### config.mk
export PLATFORM = sky130hd
export DESIGN_NAME = murmur2_key_hash
export DESIGN_NICKNAME = d
export VERILOG_FILES = /design/src/hdl/mkh_pkg.sv /design/src/hdl/mkh_dp.sv /design/src/hdl/mkh_ctrl.sv /design/src/hdl/murmur2_key_hash.sv
export SDC_FILE = /design/constraint.sdc
export NUM_CORES = 1
export LEC_CHECK = 0
export ABC_AREA = 1
export BUFFER_PORTS_ARGS = -buffer_cell sky130_fd_sc_hd__buf_2
export CORE_UTILIZATION = 57
export CTS_CLUSTER_DIAMETER = 150
export CTS_CLUSTER_SIZE = 25
export DETAILED_ROUTE_END_ITERATION = 10
export PLACE_DENSITY = 0.85
export SYNTH_ARGS = -nofsm -noshare
export SYNTH_HDL_FRONTEND = slang
export SYNTH_SLANG_ARGS = --single-unit
export TNS_END_PERCENT = 5
### constraint.sdc
create_clock -name clk -period 7.2 [get_ports clk]
set_clock_uncertainty 0.05 [all_clocks]
set_input_delay 0.36 -clock clk [delete_from_list [all_inputs] [get_ports clk]]
set_output_delay 0.36 -clock clk [all_outputs]
set_load 0.01 [all_outputs]
### src/hdl/mkh_pkg.sv
package mkh_pkg;

  // MurmurHash2 mixing constants
  localparam logic [31:0] MIX_MUL     = 32'h5bd1_e995;
  localparam int unsigned MIX_SHIFT   = 24;
  localparam int unsigned FIN_SHIFT_A = 13;
  localparam int unsigned FIN_SHIFT_B = 15;
  localparam logic [31:0] HASH_SEED   = 32'h0000_0000;

  // Field widths and packing of the input stream
  localparam int unsigned WORD_W   = 32;
  localparam int unsigned COUNT_W  = 3;
  localparam int unsigned LEN_W    = 32;
  localparam int unsigned IN_DATA_W  = 72;
  localparam int unsigned OUT_DATA_W = 32;

  // How the current item is mixed
  typedef enum logic [1:0] {
    KIND_BLOCK,
    KIND_TAIL,
    KIND_EMPTY
  } kind_t;

  // Datapath operations, one per cycle
  typedef enum logic [2:0] {
    OP_NONE,
    OP_LOAD,
    OP_K1,
    OP_K2,
    OP_HMIX,
    OP_TAIL,
    OP_FIN,
    OP_EMIT
  } dp_op_t;

  // Controller states
  typedef enum logic [2:0] {
    ST_IDLE,
    ST_K1,
    ST_K2,
    ST_HMIX,
    ST_TAIL,
    ST_FIN,
    ST_EMIT
  } state_t;

  typedef struct packed {
    dp_op_t op;
  } dp_cmd_t;

  typedef struct packed {
    kind_t kind;      // classification of the item at the input
    logic  out_busy;  // output register holds a result that is not taken
  } dp_stat_t;

endpackage

### src/hdl/mkh_dp.sv
module mkh_dp
  import mkh_pkg::*;
(
  input  logic                  clk,
  input  logic                  rst_n,
  input  logic [WORD_W-1:0]     key_word,
  input  logic [COUNT_W-1:0]    byte_count,
  input  logic                  last,
  input  logic [LEN_W-1:0]      key_length,
  input  dp_cmd_t               cmd,
  output dp_stat_t              stat,
  output logic                  out_valid,
  input  logic                  out_ready,
  output logic [31:0]           hash_value
);

  logic [31:0] h_r, h_nxt;
  logic [31:0] k_r, k_nxt;
  logic [31:0] w_r, w_nxt;
  logic        inside_r, inside_nxt;
  logic        out_valid_r, out_valid_nxt;
  logic [31:0] out_data_r, out_data_nxt;
  logic [31:0] masked_word;
  logic [31:0] mul_a;
  logic [31:0] prod;
  kind_t       kind;

  // Classify the item at the input
  always_comb begin
    if (!last) begin
      kind = KIND_BLOCK;
    end else if (byte_count == 3'd0) begin
      kind = KIND_EMPTY;
    end else if (byte_count >= 3'd4) begin
      kind = KIND_BLOCK;
    end else begin
      kind = KIND_TAIL;
    end
  end

  // Keep only the valid bytes of a tail word
  always_comb begin
    unique case (byte_count)
      3'd1:    masked_word = {24'h0, key_word[7:0]};
      3'd2:    masked_word = {16'h0, key_word[15:0]};
      3'd3:    masked_word = {8'h0, key_word[23:0]};
      default: masked_word = key_word;
    endcase
    if (!last) begin
      masked_word = key_word;
    end
  end

  // Shared constant multiplier, operand chosen by the operation
  always_comb begin
    unique case (cmd.op)
      OP_K1:   mul_a = w_r;
      OP_K2:   mul_a = k_r ^ (k_r >> MIX_SHIFT);
      OP_TAIL: mul_a = h_r ^ w_r;
      OP_FIN:  mul_a = h_r ^ (h_r >> FIN_SHIFT_A);
      default: mul_a = h_r;
    endcase
  end

  assign prod = mul_a * MIX_MUL;

  // Next state of the datapath registers
  always_comb begin
    h_nxt         = h_r;
    k_nxt         = k_r;
    w_nxt         = w_r;
    inside_nxt    = inside_r;
    out_data_nxt  = out_data_r;
    out_valid_nxt = out_valid_r && !out_ready;
    unique case (cmd.op)
      OP_LOAD: begin
        h_nxt      = inside_r ? h_r : (HASH_SEED ^ key_length);
        w_nxt      = masked_word;
        inside_nxt = 1'b1;
      end
      OP_K1, OP_K2: k_nxt = prod;
      OP_HMIX:      h_nxt = prod ^ k_r;
      OP_TAIL, OP_FIN: h_nxt = prod;
      OP_EMIT: begin
        out_data_nxt  = h_r ^ (h_r >> FIN_SHIFT_B);
        out_valid_nxt = 1'b1;
        inside_nxt    = 1'b0;
      end
      default: ;
    endcase
  end

  // Control registers
  always_ff @(posedge clk) begin
    if (!rst_n) begin
      inside_r    <= 1'b0;
      out_valid_r <= 1'b0;
    end else begin
      inside_r    <= inside_nxt;
      out_valid_r <= out_valid_nxt;
    end
  end

  // Payload registers
  always_ff @(posedge clk) begin
    h_r        <= h_nxt;
    k_r        <= k_nxt;
    w_r        <= w_nxt;
    out_data_r <= out_data_nxt;
  end

  assign stat.kind     = kind;
  assign stat.out_busy = out_valid_r && !out_ready;
  assign out_valid     = out_valid_r;
  assign hash_value    = out_data_r;

endmodule

### src/hdl/mkh_ctrl.sv
module mkh_ctrl
  import mkh_pkg::*;
(
  input  logic     clk,
  input  logic     rst_n,
  input  logic     in_valid,
  input  logic     in_last,
  output logic     in_ready,
  input  dp_stat_t stat,
  output dp_cmd_t  cmd
);

  state_t state_r, state_nxt;
  logic   fin_r, fin_nxt;

  // State register
  always_ff @(posedge clk) begin
    if (!rst_n) begin
      state_r <= ST_IDLE;
      fin_r   <= 1'b0;
    end else begin
      state_r <= state_nxt;
      fin_r   <= fin_nxt;
    end
  end

  // Sequence the datapath operations for one item
  always_comb begin
    state_nxt = state_r;
    fin_nxt   = fin_r;
    cmd.op    = OP_NONE;
    in_ready  = 1'b0;
    unique case (state_r)
      ST_IDLE: begin
        in_ready = 1'b1;
        if (in_valid) begin
          cmd.op  = OP_LOAD;
          fin_nxt = in_last;
          unique case (stat.kind)
            KIND_BLOCK: state_nxt = ST_K1;
            KIND_TAIL:  state_nxt = ST_TAIL;
            default:    state_nxt = ST_FIN;
          endcase
        end
      end
      ST_K1: begin
        cmd.op    = OP_K1;
        state_nxt = ST_K2;
      end
      ST_K2: begin
        cmd.op    = OP_K2;
        state_nxt = ST_HMIX;
      end
      ST_HMIX: begin
        cmd.op    = OP_HMIX;
        state_nxt = fin_r ? ST_FIN : ST_IDLE;
      end
      ST_TAIL: begin
        cmd.op    = OP_TAIL;
        state_nxt = ST_FIN;
      end
      ST_FIN: begin
        cmd.op    = OP_FIN;
        state_nxt = ST_EMIT;
      end
      ST_EMIT: begin
        // hold until the output register is free
        if (!stat.out_busy) begin
          cmd.op    = OP_EMIT;
          state_nxt = ST_IDLE;
        end
      end
      default: state_nxt = ST_IDLE;
    endcase
  end

endmodule

### src/hdl/murmur2_key_hash.sv
// Streaming MurmurHash2 (32-bit, seed 0), one shared constant multiplier.
// A non-last item is accepted, then mixed by three multiplies before the next is taken.
// Last item: block mix, tail mix or nothing, then the final mix and the result emit.
// Result sits in an output register; the next key is accepted while it waits.
// Reset (rst_n low, synchronous) clears the sequencer, the in-key flag and output valid.
module murmur2_key_hash
  import mkh_pkg::*;
(
  input  logic                  clk,
  input  logic                  rst_n,
  // tdata: key_word[31:0], byte_count[34:32], key_length[66:35], zero[71:67]
  input  logic [IN_DATA_W-1:0]  in_tdata,
  input  logic                  in_tlast,
  input  logic                  in_tvalid,
  output logic                  in_tready,
  // tdata: hash_value[31:0]
  output logic [OUT_DATA_W-1:0] out_tdata,
  output logic                  out_tvalid,
  input  logic                  out_tready
);

  dp_cmd_t  cmd;
  dp_stat_t stat;

  mkh_ctrl u_ctrl (
    .clk      (clk),
    .rst_n    (rst_n),
    .in_valid (in_tvalid),
    .in_last  (in_tlast),
    .in_ready (in_tready),
    .stat     (stat),
    .cmd      (cmd)
  );

  mkh_dp u_dp (
    .clk        (clk),
    .rst_n      (rst_n),
    .key_word   (in_tdata[31:0]),
    .byte_count (in_tdata[34:32]),
    .last       (in_tlast),
    .key_length (in_tdata[66:35]),
    .cmd        (cmd),
    .stat       (stat),
    .out_valid  (out_tvalid),
    .out_ready  (out_tready),
    .hash_value (out_tdata)
  );

endmodule
==> results of run 1 <==
-- Yosys cell counts (5+ instances only) --
cell type    n  area (µm²)
o221ai_1     7        61.3
a31oi_1     10        62.6
inv_1      488        1830
inv_2        5        18.8
nand4_1     14        87.6
dfxtp_1      6         120
o311ai_0     6        52.6
xnor2_1     29         254
a32oi_1     10        87.6
o22ai_1      9        56.3
fa_1       181        3620
or2_2       24         150
a21oi_1     44         220
ha_1       216        2700
edfxtp_1   128        3840
xor2_1      44         385
nand2_1    275        1030
nor3_1       8        40.0
o21ai_0     57         285
clkbuf_1    17        63.8
o21bai_1     6        45.0
nand3_1     70         350
o211ai_1    14         105
nor2_1      51         191
-- kinds of logic after synthesis --
family,after synthesis,share of synthesized area (%)
adders and majority gates,397,39.4
xor gates and xnor gates,73,3.98
and+or+nand+nor,453,12.1
AOI/OAI and AO/OA,192,7.58
DFF,134,24.7
buffers and inverters,522,12.3
-- flip-flops by register name (all words and copies together), names as in the netlist --
register,cells
u_dp.h_r,32
u_dp.hash_value,32
u_dp.k_r,32
u_dp.w_r,32
u_ctrl.state_r,3
u_ctrl.fin_r,1
u_dp.inside_r,1
u_dp.out_valid,1
-- layout by cell type (no fill, tap or decap), types with 8 or more instances in the layout --
cell / instances
a21oi_2: 9
a31oi_1: 8
ha_4: 20
o21ai_2: 13
o211ai_1: 14
nor2_1: 42
nand3_1: 56
clkbuf_16: 17
nand4_1: 14
or2_2: 24
buf_2: 105
nand2_1: 253
edfxtp_1: 128
fa_1: 172
ha_1: 193
xnor2_1: 27
fa_2: 9
inv_2: 22
a21oi_1: 35
a32oi_1: 8
nand2_2: 18
o21ai_0: 39
nand3_2: 14
buf_6: 23
inv_1: 460
xor2_1: 39
buf_4: 294
-- through the flow --
| stage | utilization (%) | instance area, µm² | hold WS (ns) |
|---|---|---|---|
| floorplan | - | 16200 | 0.374 |
| CTS | 74.3 | 20600 | 0.0507 |
| global placement | 69.1 | 19200 | 0.417 |
| global route | 75.7 | 21000 | 0.0573 |
| finish | 75.7 | 21000 | 0.0614 |
| detailed placement | 69.1 | 19200 | 0.428 |
-- how the worst min path moves through the flow --
stage | end | cells after the start | from | slack [ns]
global route | u_dp.w_r[2] | 1 | in_tdata[2] | 0.06
CTS | u_dp.w_r[7] | 1 | in_tdata[7] | 0.05
detailed placement | u_dp.inside_r | 2 | u_dp.inside_r | 0.43
finish | u_dp.w_r[0] | 1 | in_tdata[0] | 0.06
global placement | u_dp.inside_r | 2 | u_dp.inside_r | 0.42
floorplan | u_dp.hash_value[18] | 0 | u_dp.h_r[18] | 0.37
-- critical path, delay by kind of cell, from the launching register on --
family	cells	cell delay [ns]
AOI/OAI and AO/OA	6	1.03
xor gates and xnor gates	1	0.16
adders and majority gates	9	3.75
buffers and inverters	15	1.39
DFF	1	0.38
and+or+nand+nor	5	0.59
-- routing by layer --
layer	global-route usage, %	share of wire (%)	vias up
met1	48.4	37	7100
met2	61.7	47	967
li1	-	-	6446
met4	19.7	5.3	0
met3	6.70	11	219
met5	0	0	-
-- cell type report --
class | count | share of cell area, %
clock inverters | 13 | 0.482
multi-input cells | 1116 | 52.5
repair buffers | 428 | 14.8
inverters | 494 | 9.01
flip-flops and latches | 134 | 18.9
well taps | 378 | 2.25
clock buffers | 19 | 2.06
-- what timing repair did --
action / in CTS / in global routing
endpoints found under the hold margin: 0 / 0
setup endpoints to repair: 33 / 35
hold buffers: 0 / 0
setup buffers: 31 / 10
pin swaps: 78 / 63
resized for setup: 151 / 81
cloned: 2 / 0
==> results.ini, run 1 <==
[sta]
fin_crit_ns = 7.62
period_share_pct = 106
worst_pin_slew_ns = 1.11
max_slew_margin_pct = 25.8
finalSetupTns_ns = -4.66
final.setup.worst_slack_ns = -0.423
drv_slew = 0
finalHoldViolations = 0
max_freq_mhz = 131
rsz0062_at_grt = true
setup_viol = 23

[yosys]
synthesis.nets = 2245
ys_types = 50
avgSynthCellArea_um2 = 9.07
synth_ff_type = edfxtp_1
ys_warn_count = 0
synth_edf_count = 128
netlist_area_mm2 = 0.0161
ys_ff_latch = 134
synthArstFlopShare_pct = 0
synth_seq_area_share_pct = 24.7
syn_inst = 1771

[clock_network]
clkTransAtPathRegs_ns = 0.06
cts_max_path_buffers = 2
cts-root-buf = clkbuf_16
clkSinkCount = 134
numCtsBuffers = 17
clkLatencyLatePin_ns = 0.43
tritoncts = built
htreeDepth = 4

[placement]
dp_slack_ns = -0.513
post-place-cells = 2509
dp_hpwl_mm = 41.8
io_buffers = 105
gp_congestion = 0.998

[global_route]
grt_pass1_wl_mm = 81.3
grt_pass1_vias = 15300
grt_start_max_net_pins = 37
antenna_found_initial = 0
overflow = 0
grt_use_total_pct = 37.9

[floorplanning]
start_util_pct = 57.8
rows = 61
io_pins = 111
die_area_mm2 = 0.0289
die_w_um = 170
dieHeight_um = 170
core_area_mm2 = 0.0278

[route]
drt-total-wl_mm = 53.9
viasPerCell = 5.71
ant_nets = 0
route.vias.total = 14700
dr.pass1.iters = 7
remaining_drc_errors = 0
drtIter0Drc = 1512
routedWlPerCell_um = 20.9

[final_layout]
instances_no_fill = 2582
multi_input_area_mm2 = 0.0110
synthToLayoutAreaGrowth_pct = 30.9
antenna_cells = 0
n_fill_cell = 1795
seq_area_mm2 = 0.00398
drive_gt1_share_pct = 29.9
nNetsFinal = 2665

[hold_path]
hold_class = input pin to flop

[setup_path]
crit_slowest_cell = fa_1
startpoint = u_ctrl.state_r[1]
crit_path_max_incr_delay_ns = 0.56
cp-endpoint = u_dp.h_r[26]
critPathArrivalTime_ns = 7.75
r2r_start = u_ctrl.state_r[1]
reg2reg_depth = 36
criticalPathCategory = flop to flop
cp-start-kind = flop
r2r-end = u_dp.h_r[26]
worstSetupEndpointType = flop
crit_fanout = 7
r2r_slack_ns = -0.42
crit_top_cell = fa_1
crit_required_ns = 7.33

[outcome]
violations = negative setup slack
outcome = finished with violations

[job]
cap_violations = 0

Power of run 1 is not shown: default switching activity piles up to over one toggle a cycle in this logic, so the estimate is an artifact.
==> inputs of run 2 (changes only) <==
PLACE_DENSITY = 0.79   (was 0.85)
SYNTH_HIERARCHICAL = 1   (was default)
==> results.ini, run 2 <==
[sta]
rsz0062_at_grt = true
worst_pin_slew_ns = 1.23  ; +0.119 ns
max_slew_margin_pct = 17.6  ; -8.2 points
period_share_pct = 110  ; +4.0 points
setup_viol = 29  ; +26%
fin_crit_ns = 7.91  ; +0.290 ns
drv_slew = 0  ; unchanged
finalHoldViolations = 0  ; unchanged
final.setup.worst_slack_ns = -0.713  ; -0.290 ns
max_freq_mhz = 126  ; -3.7%

[setup_path]
r2r_start = u_dp/out_valid
crit_buf_inv = 13  ; -2
r2r-end = u_dp/h_r[30]
crit_path_max_incr_delay_ns = 0.55  ; about the same
r2r_slack_ns = -0.71  ; -0.29 ns
crit_required_ns = 7.33  ; about the same
crit_top_cell = fa_1
cp-start-kind = flop
cp-endpoint = u_dp/h_r[30]
critPathTopFamily = adder cells
criticalPathCategory = flop to flop
crit_fanout = 8  ; +1
reg2reg_depth = 35  ; -2.8%
critPathArrivalTime_ns = 8.04  ; +0.29 ns
crit_slowest_cell = fa_1
startpoint = u_dp/out_valid
worstSetupEndpointType = flop
cp.depth = 35  ; -2.8%

[route]
ant_nets = 0  ; unchanged
routedWlPerCell_um = 20.7  ; -0.65%
route.vias.total = 14800  ; +0.76%
drtIter0Drc = 1541  ; +1.9%
dr.pass1.iters = 6  ; -1
drt-total-wl_mm = 54.9  ; +1.9%
viasPerCell = 5.61  ; -1.8%
remaining_drc_errors = 0  ; unchanged

[yosys]
synth_ff_type = edfxtp_1
netlist_area_mm2 = 0.0167  ; +3.8%
ys_ff_latch = 134  ; unchanged
synth_edf_count = 128  ; unchanged
ys_types = 60  ; +20%
synth_common_cells = 503 x inv_1, 300 x nand2_1, 215 x ha_1, 180 x fa_1, 128 x edfxtp_1
synthesis.nets = 2347  ; +4.5%
synth_area_leader_cell = edfxtp_1
yosysTopAreaCellShare_pct = 23.0  ; -0.88 points
avgSynthCellArea_um2 = 8.90  ; -1.9%
ys_warn_count = 6  ; +6
yosysMostFrequentCell = inv_1
syn_inst = 1875  ; +5.9%
ys_top_cells_by_area = edfxtp_1 23%, fa_1 22%, ha_1 16%
synth_seq_area_share_pct = 23.8  ; -0.91 points
synthArstFlopShare_pct = 0  ; unchanged

[floorplanning]
start_util_pct = 58.0  ; +0.13 points
die_area_mm2 = 0.0300  ; +3.8%
io_pins = 111  ; unchanged
dieHeight_um = 173  ; +1.9%
core_area_mm2 = 0.0288  ; +3.6%
die_w_um = 173  ; +1.9%
rows = 62  ; +1.6%

[placement]
gp_congestion = 1.01  ; +1.7%
dp_hpwl_mm = 44.2  ; +5.9%
placed_area_mm2 = 0.0196  ; +2.0%
io_buffers = 105  ; unchanged

[global_route]
grtUsageMet3_pct = 5.83  ; -0.87 points
busiest_layer = met2
antenna_found_initial = 0  ; unchanged
grt_pass1_wl_mm = 83.7  ; +2.9%
grt_pass1_vias = 15200  ; -0.93%
grt_start_max_net_pins = 40  ; +8.1%
grt_use_total_pct = 37.3  ; -0.61 points
overflow = 0  ; unchanged
grt_use_met1_pct = 51.4  ; +3.0 points
use_met2_pct = 59.6  ; -2.1 points

[final_layout]
seq_area_mm2 = 0.00397  ; -0.13%
synthToLayoutAreaGrowth_pct = 27.4
final_cell_mix = 484 x inv_1, 282 x nand2_1, 272 x buf_4, 195 x ha_1, 176 x fa_1
final_common_cell = inv_1
final_area_mm2 = 0.0212  ; +1.0%
drive_gt1_share_pct = 27.9  ; -2.0 points
n_fill_cell = 2014  ; +12%
multi_input_area_mm2 = 0.0114  ; +2.9%
nNetsFinal = 2723  ; +2.2%
antenna_cells = 0  ; unchanged

[clock_network]
htreeDepth = 4  ; unchanged
numCtsBuffers = 17  ; unchanged
clkSinkCount = 134  ; unchanged
cts_max_path_buffers = 2  ; unchanged
clkLatencyLatePin_ns = 0.43  ; about the same
cts-root-buf = clkbuf_16
clkTransAtPathRegs_ns = 0.07  ; about the same
ctsHoldBuffers = 0  ; unchanged
tritoncts = built

[job]
cap_violations = 0  ; unchanged

[outcome]
outcome = finished with violations
violations = negative setup slack

[hold_path]
hold_class = input pin to flop

## run 2: metal layers
metal / part of all wire, % / wire [µm]
met1: 40 / 21700
met4: 4.3 / 2380
met5: 0 / 0
met2: 46 / 25200
met3: 10 / 5600
## run 2: final cells by class
class                   count  area share (%)
clock buffers              17            2.00
well taps                 384            2.26
multi-input cells        1188            53.5
flip-flops and latches    134            18.7
repair buffers            397            13.4
inverters                 513            9.25
clock inverters            15           0.901
## run 2: cell families after synthesis
| family | Yosys count | synth area share, % |
|---|---|---|
| buffers and inverters | 553 | 13.0 |
| and+or+nand+nor | 499 | 13.2 |
| adders and majority gates | 395 | 37.7 |
| AOI/OAI and AO/OA | 223 | 8.60 |
| DFF | 134 | 23.8 |
| xor gates and xnor gates | 71 | 3.73 |
## run 2: timing repair
| item | 4_1_cts | 5_1_grt |
|---|---|---|
| setup buffers | 14 | 16 |
| hold endpoints to repair | 0 | 0 |
| resized for setup | 74 | 122 |
| setup endpoints to repair | 32 | 40 |
| pin swaps | 20 | 47 |
## run 2: worst min path at each step
stage	from	endpoint	slack, ns	cells past startpoint
2_1_floorplan	u_dp/h_r[18]	u_dp/hash_value[18]	0.37	0
3_3_place_gp	u_ctrl/fin_r	u_ctrl/fin_r	0.39	2
3_5_place_dp	u_ctrl/fin_r	u_ctrl/fin_r	0.40	2
4_1_cts	in_tdata[4]	u_dp/w_r[4]	0.04	1
5_1_grt	in_tdata[4]	u_dp/w_r[4]	0.04	1
6_report	in_tdata[4]	u_dp/w_r[4]	0.05	1
## run 2: stage by stage
step	util, %	setup slack, ns	setup TNS [ns]	std cells	hold slack (ns)
6_report	73.8	-0.713	-13.28	2648	0.0549
5_1_grt	73.8	-1.00	-22.03	2648	0.0416
4_1_cts	71.6	-0.652	-12.07	2632	0.0440
3_5_place_dp	68.0	-1.04	-22.77	2586	0.405
3_3_place_gp	68.0	-0.923	-18.80	2586	0.395
2_1_floorplan	-	-0.489	-7.05	1875	0.374
Power of run 2 is left out for the same reason.
